`src/rtl/core/csp_pkg.sv`:
```
package csp_pkg;

    // Widest cursor row; wider shapes are clamped to this
    localparam int MAX_WIDTH = 256;
    // Tallest visible image; taller shapes are clamped to this
    localparam int ROW_LIMIT = 256;

    localparam int TYPE_W   = 2;
    localparam int SWIDTH_W = 9;
    localparam int RHEIGHT_W = 10;
    localparam int CFG_IDX_W = 2;
    localparam int CFG_DATA_W = 10;
    localparam int ITEM_W   = 48;

    localparam logic [TYPE_W-1:0] TYPE_COLOR  = 2'd0;
    localparam logic [TYPE_W-1:0] TYPE_MASKED = 2'd1;
    localparam logic [TYPE_W-1:0] TYPE_MONO   = 2'd2;
    localparam logic [TYPE_W-1:0] TYPE_UNSUP  = 2'd3;

    localparam logic [1:0] MODE_ALPHA   = 2'd0;
    localparam logic [1:0] MODE_REPLACE = 2'd1;
    localparam logic [1:0] MODE_XOR     = 2'd2;
    localparam logic [1:0] MODE_ANDXOR  = 2'd3;

    localparam logic [1:0] ERR_NONE   = 2'd0;
    localparam logic [1:0] ERR_ALPHA  = 2'd1;
    localparam logic [1:0] ERR_HEIGHT = 2'd2;
    localparam logic [1:0] ERR_TYPE   = 2'd3;

    localparam logic [CFG_IDX_W-1:0] CFG_SHAPE_TYPE  = 2'd0;
    localparam logic [CFG_IDX_W-1:0] CFG_SHAPE_WIDTH = 2'd1;
    localparam logic [CFG_IDX_W-1:0] CFG_RAW_HEIGHT  = 2'd2;

    localparam logic [7:0] ALPHA_OPAQUE = 8'hFF;

    typedef struct packed {
        logic [TYPE_W-1:0]    shape_type;
        logic [SWIDTH_W-1:0]  shape_width;
        logic [RHEIGHT_W-1:0] raw_height;
    } t_cfg;

    // Packed MSB first, so blue lands in bits 7:0
    typedef struct packed {
        logic [7:0] xor_mask_byte;
        logic [7:0] and_mask_byte;
        logic [7:0] alpha_in;
        logic [7:0] red_in;
        logic [7:0] green_in;
        logic [7:0] blue_in;
    } t_item;

    typedef struct packed {
        logic [7:0] pixel_x;
        logic [7:0] pixel_y;
        logic [7:0] red_out;
        logic [7:0] green_out;
        logic [7:0] blue_out;
        logic [1:0] pixel_mode;
        logic [7:0] pixel_alpha;
        logic       last_of_item;
        logic [1:0] error_code;
    } t_result;

endpackage

```
`src/rtl/core/csp_cfg.sv`:
```
module csp_cfg (
    input  logic                          i_clk,
    input  logic                          i_rst_n,
    input  logic                          i_cfg_valid,
    input  logic [csp_pkg::CFG_IDX_W-1:0] i_cfg_index,
    input  logic [csp_pkg::CFG_DATA_W-1:0] i_cfg_data,
    output csp_pkg::t_cfg                 o_cfg,
    output logic                          o_clear
);
    import csp_pkg::*;

    logic [TYPE_W-1:0]    r_shape_type;
    logic [SWIDTH_W-1:0]  r_shape_width;
    logic [RHEIGHT_W-1:0] r_raw_height;

    always_ff @(posedge i_clk) begin
        if (!i_rst_n) begin
            r_shape_type  <= TYPE_COLOR;
            r_shape_width <= SWIDTH_W'(32);
            r_raw_height  <= RHEIGHT_W'(32);
        end else if (i_cfg_valid) begin
            case (i_cfg_index)
                CFG_SHAPE_TYPE:  r_shape_type  <= i_cfg_data[TYPE_W-1:0];
                CFG_SHAPE_WIDTH: r_shape_width <= i_cfg_data[SWIDTH_W-1:0];
                CFG_RAW_HEIGHT:  r_raw_height  <= i_cfg_data[RHEIGHT_W-1:0];
                default: ;
            endcase
        end
    end

    // A write to a known register restarts the shape
    assign o_clear = i_cfg_valid && (i_cfg_index == CFG_SHAPE_TYPE ||
                     i_cfg_index == CFG_SHAPE_WIDTH || i_cfg_index == CFG_RAW_HEIGHT);

    assign o_cfg.shape_type  = r_shape_type;
    assign o_cfg.shape_width = r_shape_width;
    assign o_cfg.raw_height  = r_raw_height;

endmodule

```
`src/rtl/core/csp_engine.sv`:
```
module csp_engine (
    input  logic                         i_clk,
    input  logic                         i_rst_n,
    input  csp_pkg::t_cfg                i_cfg,
    input  logic                         i_clear,
    input  logic                         i_item_valid,
    output logic                         o_item_ready,
    input  logic [csp_pkg::ITEM_W-1:0]   i_item,
    output logic                         o_res_valid,
    input  logic                         i_res_ready,
    output csp_pkg::t_result             o_res
);
    import csp_pkg::*;

    localparam logic [SWIDTH_W-1:0]  WIDTH_CAP  = SWIDTH_W'(MAX_WIDTH);
    localparam logic [RHEIGHT_W-1:0] HEIGHT_CAP = RHEIGHT_W'(ROW_LIMIT);

    logic        r_item_valid;
    t_item       r_item;
    logic [2:0]  r_bit;
    logic [7:0]  r_col;
    logic [7:0]  r_row;
    logic [1:0]  r_err;

    logic                 is_mono;
    logic                 geo_err;
    logic [SWIDTH_W-1:0]  w_eff;
    logic [RHEIGHT_W-1:0] h_half;
    logic [RHEIGHT_W-1:0] h_eff;
    logic [7:0]           col_cur;
    logic [7:0]           row_cur;
    logic [SWIDTH_W-1:0]  col_p1;
    logic [RHEIGHT_W-1:0] row_p1;
    logic                 col_wrap;
    logic                 row_wrap;
    logic                 bad_alpha;
    logic [1:0]           err_now;
    logic                 fire;
    logic                 done;
    logic [7:0]           n_col;
    logic [7:0]           n_row;
    t_result              res;

    always_comb begin
        is_mono = (i_cfg.shape_type == TYPE_MONO);
        w_eff   = (i_cfg.shape_width > WIDTH_CAP) ? WIDTH_CAP : i_cfg.shape_width;
        // Monochrome height counts both mask planes
        h_half  = is_mono ? {1'b0, i_cfg.raw_height[RHEIGHT_W-1:1]} : i_cfg.raw_height;
        geo_err = (is_mono && (i_cfg.raw_height == '0 || i_cfg.raw_height[0])) ||
                  (i_cfg.shape_width == '0) || (h_half == '0);
        h_eff   = (h_half > HEIGHT_CAP) ? HEIGHT_CAP : h_half;

        col_cur = ({1'b0, r_col} >= w_eff) ? 8'd0 : r_col;
        row_cur = ({2'b0, r_row} >= h_eff) ? 8'd0 : r_row;
        col_p1  = {1'b0, col_cur} + SWIDTH_W'(1);
        row_p1  = {2'b0, row_cur} + RHEIGHT_W'(1);
        col_wrap = (col_p1 >= w_eff);
        row_wrap = (row_p1 >= h_eff);

        bad_alpha = (r_item.alpha_in != 8'd0) && (r_item.alpha_in != ALPHA_OPAQUE);

        if (r_err != ERR_NONE) begin
            err_now = r_err;
        end else if (geo_err) begin
            err_now = ERR_HEIGHT;
        end else if (i_cfg.shape_type == TYPE_UNSUP) begin
            err_now = ERR_TYPE;
        end else if (i_cfg.shape_type == TYPE_MASKED && bad_alpha) begin
            err_now = ERR_ALPHA;
        end else begin
            err_now = ERR_NONE;
        end

        res = '0;
        res.pixel_x      = col_cur;
        res.pixel_y      = row_cur;
        res.last_of_item = 1'b1;
        case (i_cfg.shape_type)
            TYPE_COLOR: begin
                res.red_out     = r_item.red_in;
                res.green_out   = r_item.green_in;
                res.blue_out    = r_item.blue_in;
                res.pixel_mode  = MODE_ALPHA;
                res.pixel_alpha = r_item.alpha_in;
            end
            TYPE_MASKED: begin
                res.red_out    = r_item.red_in;
                res.green_out  = r_item.green_in;
                res.blue_out   = r_item.blue_in;
                res.pixel_mode = (r_item.alpha_in == 8'd0) ? MODE_REPLACE : MODE_XOR;
            end
            TYPE_MONO: begin
                // MSB first: bit index 0 takes mask bit 7
                res.red_out      = {7'd0, r_item.and_mask_byte[~r_bit]};
                res.green_out    = {7'd0, r_item.xor_mask_byte[~r_bit]};
                res.pixel_mode   = MODE_ANDXOR;
                res.last_of_item = (r_bit == 3'd7) || col_wrap;
            end
            default: ;
        endcase
        if (err_now != ERR_NONE) begin
            res = '0;
            res.last_of_item = 1'b1;
            res.error_code   = err_now;
        end

        if (col_wrap) begin
            n_col = 8'd0;
            n_row = row_wrap ? 8'd0 : row_p1[7:0];
        end else begin
            n_col = col_p1[7:0];
            n_row = row_cur;
        end
    end

    assign fire = r_item_valid && i_res_ready;
    assign done = fire && res.last_of_item;
    assign o_item_ready = !r_item_valid || done;
    assign o_res_valid  = r_item_valid;
    assign o_res        = res;

    always_ff @(posedge i_clk) begin
        if (!i_rst_n) begin
            r_item_valid <= 1'b0;
        end else if (i_item_valid && o_item_ready) begin
            r_item_valid <= 1'b1;
        end else if (done) begin
            r_item_valid <= 1'b0;
        end
    end

    always_ff @(posedge i_clk) begin
        if (i_item_valid && o_item_ready) begin
            r_item <= t_item'(i_item);
            r_bit  <= 3'd0;
        end else if (fire) begin
            r_bit  <= r_bit + 3'd1;
        end
    end

    always_ff @(posedge i_clk) begin
        if (!i_rst_n || i_clear) begin
            r_col <= 8'd0;
            r_row <= 8'd0;
            r_err <= ERR_NONE;
        end else if (fire) begin
            r_err <= err_now;
            if (err_now == ERR_NONE) begin
                r_col <= n_col;
                r_row <= n_row;
            end
        end
    end

    a_err_sticky: assert property (@(posedge i_clk) disable iff (!i_rst_n)
        (r_err != ERR_NONE && !i_clear) |=> (r_err == $past(r_err)))
        else $error("latched error changed without a register write");

    a_err_last: assert property (@(posedge i_clk) disable iff (!i_rst_n)
        (o_res_valid && o_res.error_code != ERR_NONE) |->
        (o_res.last_of_item && o_res.pixel_x == 8'd0 && o_res.pixel_mode == MODE_ALPHA))
        else $error("error result not single and cleared");

    a_col_range: assert property (@(posedge i_clk) disable iff (!i_rst_n)
        (w_eff != '0) |-> ({1'b0, r_col} < w_eff))
        else $error("column counter beyond row width");

    a_counters_hold: assert property (@(posedge i_clk) disable iff (!i_rst_n)
        (fire && err_now != ERR_NONE && !i_clear) |=> ($stable(r_col) && $stable(r_row)))
        else $error("counters moved on an error result");

endmodule

```
`src/rtl/core/csp_out_stage.sv`:
```
module csp_out_stage (
    input  logic             i_clk,
    input  logic             i_rst_n,
    input  logic             i_valid,
    output logic             o_ready,
    input  csp_pkg::t_result i_res,
    output logic             o_valid,
    input  logic             i_ready,
    output csp_pkg::t_result o_res
);
    import csp_pkg::*;

    logic    r_valid;
    t_result r_res;

    assign o_ready = !r_valid || i_ready;

    always_ff @(posedge i_clk) begin
        if (!i_rst_n) begin
            r_valid <= 1'b0;
        end else if (o_ready) begin
            r_valid <= i_valid;
        end
    end

    // Load only on a transfer into the register; hold while stalled
    always_ff @(posedge i_clk) begin
        if (o_ready && i_valid) begin
            r_res <= i_res;
        end
    end

    assign o_valid = r_valid;
    assign o_res   = r_res;

endmodule

```
`src/rtl/core/cursor_shape_pixel_decoder.sv`:
```
// Cursor shape pixel decoder. Takes one cursor image item per transfer on the
// s_axis side and gives per-pixel results on the m_axis side, keeping its own
// column and row position. Color and masked-color items yield one result each
// and stream at one item per clock while the output is not stalled. A monochrome
// item yields min(8, width - column) results, one per clock from the shared
// pixel engine unless the output stalls, and holds the input until its last
// result is taken. Any item seen while an error is latched gives one error
// result. Results leave through an output register that lets the next item be
// taken while a result waits. Configuration must be written through the cfg
// port only while idle; the block does not enforce this. Every register write
// restarts the image at column 0, row 0 and clears the latched error.
module cursor_shape_pixel_decoder (
    input  logic                           i_clk,
    input  logic                           i_rst_n,
    input  logic                           i_cfg_valid,
    output logic                           o_cfg_ready,
    input  logic [csp_pkg::CFG_IDX_W-1:0]  i_cfg_index,
    input  logic [csp_pkg::CFG_DATA_W-1:0] i_cfg_data,
    input  logic                           s_axis_tvalid,
    output logic                           s_axis_tready,
    // blue_in, green_in, red_in, alpha_in, and_mask_byte, xor_mask_byte
    input  logic [47:0]                    s_axis_tdata,
    output logic                           m_axis_tvalid,
    input  logic                           m_axis_tready,
    // pixel_x, pixel_y, red_out, green_out, blue_out, pixel_alpha
    output logic [47:0]                    m_axis_tdata,
    // pixel_mode, error_code
    output logic [3:0]                     m_axis_tuser,
    output logic                           m_axis_tlast
);
    import csp_pkg::*;

    t_cfg    cfg;
    logic    cfg_clear;
    logic    res_valid;
    logic    res_ready;
    t_result res;
    t_result out_res;

    assign o_cfg_ready = 1'b1;

    csp_cfg u_cfg (
        .i_clk       (i_clk),
        .i_rst_n     (i_rst_n),
        .i_cfg_valid (i_cfg_valid),
        .i_cfg_index (i_cfg_index),
        .i_cfg_data  (i_cfg_data),
        .o_cfg       (cfg),
        .o_clear     (cfg_clear)
    );

    csp_engine u_engine (
        .i_clk        (i_clk),
        .i_rst_n      (i_rst_n),
        .i_cfg        (cfg),
        .i_clear      (cfg_clear),
        .i_item_valid (s_axis_tvalid),
        .o_item_ready (s_axis_tready),
        .i_item       (s_axis_tdata),
        .o_res_valid  (res_valid),
        .i_res_ready  (res_ready),
        .o_res        (res)
    );

    csp_out_stage u_out (
        .i_clk   (i_clk),
        .i_rst_n (i_rst_n),
        .i_valid (res_valid),
        .o_ready (res_ready),
        .i_res   (res),
        .o_valid (m_axis_tvalid),
        .i_ready (m_axis_tready),
        .o_res   (out_res)
    );

    assign m_axis_tdata = {out_res.pixel_alpha, out_res.blue_out, out_res.green_out,
                           out_res.red_out, out_res.pixel_y, out_res.pixel_x};
    assign m_axis_tuser = {out_res.error_code, out_res.pixel_mode};
    assign m_axis_tlast = out_res.last_of_item;

endmodule
```
`config.mk`:
```
export PLATFORM = sky130hd
export DESIGN_NAME = cursor_shape_pixel_decoder
export DESIGN_NICKNAME = d
export VERILOG_FILES = /design/src/rtl/core/csp_pkg.sv /design/src/rtl/core/csp_cfg.sv /design/src/rtl/core/csp_engine.sv /design/src/rtl/core/csp_out_stage.sv /design/src/rtl/core/cursor_shape_pixel_decoder.sv
export SDC_FILE = /design/constraint.sdc
export NUM_CORES = 1
export LEC_CHECK = 0
export BUFFER_PORTS_ARGS = -buffer_cell sky130_fd_sc_hd__buf_2
export CORE_ASPECT_RATIO = 1.75
export CORE_MARGIN = 1
export CORE_UTILIZATION = 55
export DETAILED_ROUTE_END_ITERATION = 10
export PLACE_DENSITY = 0.87
export SYNTH_ARGS = -nofsm -noshare
export SYNTH_HDL_FRONTEND = slang
export SYNTH_SLANG_ARGS = --single-unit
```
`constraint.sdc`:
```
create_clock -name i_clk -period 10.43 [get_ports i_clk]
set_input_delay 0.5215 -clock i_clk [delete_from_list [all_inputs] [get_ports i_clk]]
set_output_delay 0.5215 -clock i_clk [all_outputs]
set_load 0.005 [all_outputs]
```
==> results.toml <==
[layout]
nets = 794
syn_to_final_growth_pct = 19.7
antenna_cells = 0
drive_gt1_frac = 0.271

[sta]
tightest_slew_ns = 0.922
setup_violations = 0
fin_ws_ns = 3.86
fmax_mhz = 152
period_minus_slack_ns = 6.57
fin_crit_sh = 0.630
hold_viol_final = 0
slew_violations = 0
rsz0062_at_grt = "false"
fin_setup_tns_ns = 0
slew_headroom = 0.381
finClkSkew_ns = 0.0116

[pwr]
power.switching_uw = 347
powerDensity_nw_per_um2 = 172
leakage_nw = 3.41
p_seq_frac = 0.471
p_comb_frac = 0.087
swShare = 0.246
clockPowerShare = 0.442
internal_power_mw = 1.07
vdd_ir_drop_max_mv = 0.129

[routing]
vias = 5075
drc_errors = 0
wl_per_cell_um = 19.1
vias_per_cell = 5.87
drt_iter0_drc = 319
ant_nets = 0
drtPass1Iterations = 5
route.final.wire_length_um = 16500

[cts]
cts_buffer_depth = 2
post-cts-setup-buffers = 0
path_clk_slew_ns = 0.07
cts.sinks = 145
cts-resized-gates = 0
cts-buffers-inserted = 17
clock_latency_ns = 0.42
cts_tree = "yes"
h-tree-depth = 4
cts_root_buffer = "clkbuf_16"
cts-hold-fix-buffers = 0

[grt]
grt_pass1_vias = 5070
grtUsageTotal = 0.266
grt_max_degree = 59
grt_overflow = 0
antenna_found_initial = 0
grt_pass1_wl_um = 25400

[synthesis]
synth_compound_area_frac = 0.0956
ys_ff_latch = 145
synth-seq-area-share = 0.569
synthXorXnorAreaFrac = 0.0153
synth_warnings = 0
avgSynthCellArea_um2 = 12.2
synth_top_family_by_area = "simple AND/OR/NAND/NOR gates"
syn-cell-area_um2 = 6880
async_flop_share = 0
synth_nets = 672
ys.flop_type = "edfxtp_1"
synthAdderAreaFrac = 0.0763
synth_edf_count = 101
synth_mux_area_frac = 0.0585
netlist_instances = 565
synth-simple-area-share = 0.164
yosys.cell_types.count = 65

[run_status]
status = "finished, final reports clean"

[setup_path]
crit_arrival_ns = 6.90
worst-path-max-fanout = 16
required_ns = 10.76
slowest_delay_ns = 0.82
path_class = "flip-flop to flip-flop"
cpMostUsedCell = "ha_1"
slowest_stage = "a211oi_1"
crit_path_start_kind = "flip-flop"
end_kind = "flip-flop"
r2r.worst_path.cells = 23
crit_chain = "inv_1, ha_1, inv_1, a21oi_1, or2_2, nand2_1, ha_1, o21a_1, nor2_1, o41ai_2, nand2_1, and2_1, ha_1, nand3_1, nor2_1, xnor2_1, a21oi_1, ha_1, a2111oi_0, o21ai_0, a211oi_1, nand2_1, o32ai_1"

[floorplanning]
start_util = 0.567
die_w_um = 86.6
die_area_um2 = 13000
die_h_um = 150
ios = 121
core_um2 = 12100
core.rowCount = 53

[hold_path]
min_path_cells = 1
min-delay-path-class = "input pin to flip-flop"

[place]
portBuffers = 119
gp_congestion = 1.03
pre_cts_ws_ns = 4.00
dp_hpwl_um = 12100

[run]
drv_cap = 0
[critical path: cells and delay by family, from the launching register on]
kind | cells | cell delay (ns)
flops | 1 | 0.33
fa+ha+maj | 4 | 1.42
simple gates | 8 | 1.40
xor+xnor | 1 | 0.12
compound gates | 8 | 2.90
buf+inv | 2 | 0.30
[final timing paths]
| kind | slack (ns) | end | startpoint |
|---|---|---|---|
| worst max-delay path | 3.86 | u_engine.r_row[2] | u_cfg.r_shape_type[0] |
| worst min-delay path | 0.27 | u_engine.r_item[40] | s_axis_tdata[40] |
| worst max register to register | 3.86 | u_engine.r_row[2] | u_cfg.r_shape_type[0] |
| worst min register to register | 0.49 | u_engine.r_col[0] | u_engine.r_col[0] |
[cells in the mapped netlist (3+ instances only)]
cell type	instances	share of area
and4_1	3	0.0038
a22o_1	5	0.0064
buf_6	3	0.0049
and2_1	27	0.025
xnor2_1	6	0.0076
and2_2	7	0.0076
mux2_2	10	0.016
a21oi_1	27	0.020
mux2i_1	20	0.029
a211oi_1	7	0.0076
o22ai_1	5	0.0045
o211ai_1	5	0.0055
nand3b_1	3	0.0033
inv_1	12	0.0065
nor3_1	7	0.0051
nor2_1	30	0.016
nand3_1	15	0.011
and3_1	18	0.016
dfxtp_1	44	0.13
nor2b_1	26	0.024
ha_1	42	0.076
edfxtp_1	101	0.44
o21ai_0	19	0.014
mux4_2	4	0.013
or4_1	3	0.0033
nand2_1	39	0.021
nand2b_1	8	0.0073
nand4_1	4	0.0036
xor2_1	6	0.0076
clkbuf_1	13	0.0071
[stage by stage]
stage	hold slack (ns)	power, mW	utilization	cell area [um2]	cells
floorplan	0.454	0.754	-	6880	565
global placement	0.468	0.792	0.629	7630	833
detailed placement	0.475	0.800	0.629	7630	833
CTS	0.264	1.42	0.679	8240	865
global route	0.258	1.46	0.679	8240	865
finish	0.270	1.42	0.679	8240	865
[routing by layer]
layer	track usage	share of wire
met2	0.502	0.55
met5	0	0
met1	0.262	0.34
met4	0.139	0.045
met3	0.0640	0.061
[placed cells by master, fill, tap and decap left out, drive strengths merged, types with 17 or more instances in the layout]
cell | synthesis | routed
a21oi | 27 | 27
and2 | 34 | 34
and3 | 19 | 19
buf | 6 | 122
clkbuf | 13 | 17
dfxtp | 44 | 44
edfxtp | 101 | 101
ha | 42 | 42
inv | 12 | 21
mux2i | 20 | 20
nand2 | 39 | 39
nor2 | 31 | 31
nor2b | 26 | 26
o21ai | 21 | 21
[logic make-up after synthesis]
logic type | count (synthesis)
DFF | 145
muxes | 34
and+or+nand+nor | 203
buffers and inverters | 32
adders and majority gates | 42
AOI/OAI and AO/OA | 96
xor gates and xnor gates | 12
other | 1
[state kept, by name, indices dropped and copies added (netlist names)]
register              count
u_out.o_valid             1
u_cfg.r_shape_type        2
u_engine.r_item          48
u_engine.r_bit            3
u_engine.r_row            8
u_engine.r_col            8
u_engine.o_res_valid      1
u_engine.r_err            2
u_cfg.r_raw_height       10
u_cfg.r_shape_width       9
u_out.o_res              53
[area by class of cell]
| class | instances | area (um2) |
|---|---|---|
| Inverter | 13 | 48.8 |
| Sequential cell | 145 | 3910 |
| Clock buffer | 17 | 425 |
| Multi-Input combinational cell | 388 | 2840 |
| Timing Repair Buffer | 122 | 618 |
| Clock inverter | 15 | 186 |
| Tap cell | 165 | 206 |
| Fill cell | 866 | 3890 |
[power by group through the flow]
stage,registers (mW),logic (mW),clock network (mW)
floorplan,0.677,0.0763,0
global placement,0.676,0.115,0
detailed placement,0.679,0.121,0
CTS,0.667,0.123,0.629
global route,0.669,0.135,0.651
finish,0.667,0.123,0.626
Note: power is estimated with default switching activity, not from simulation.
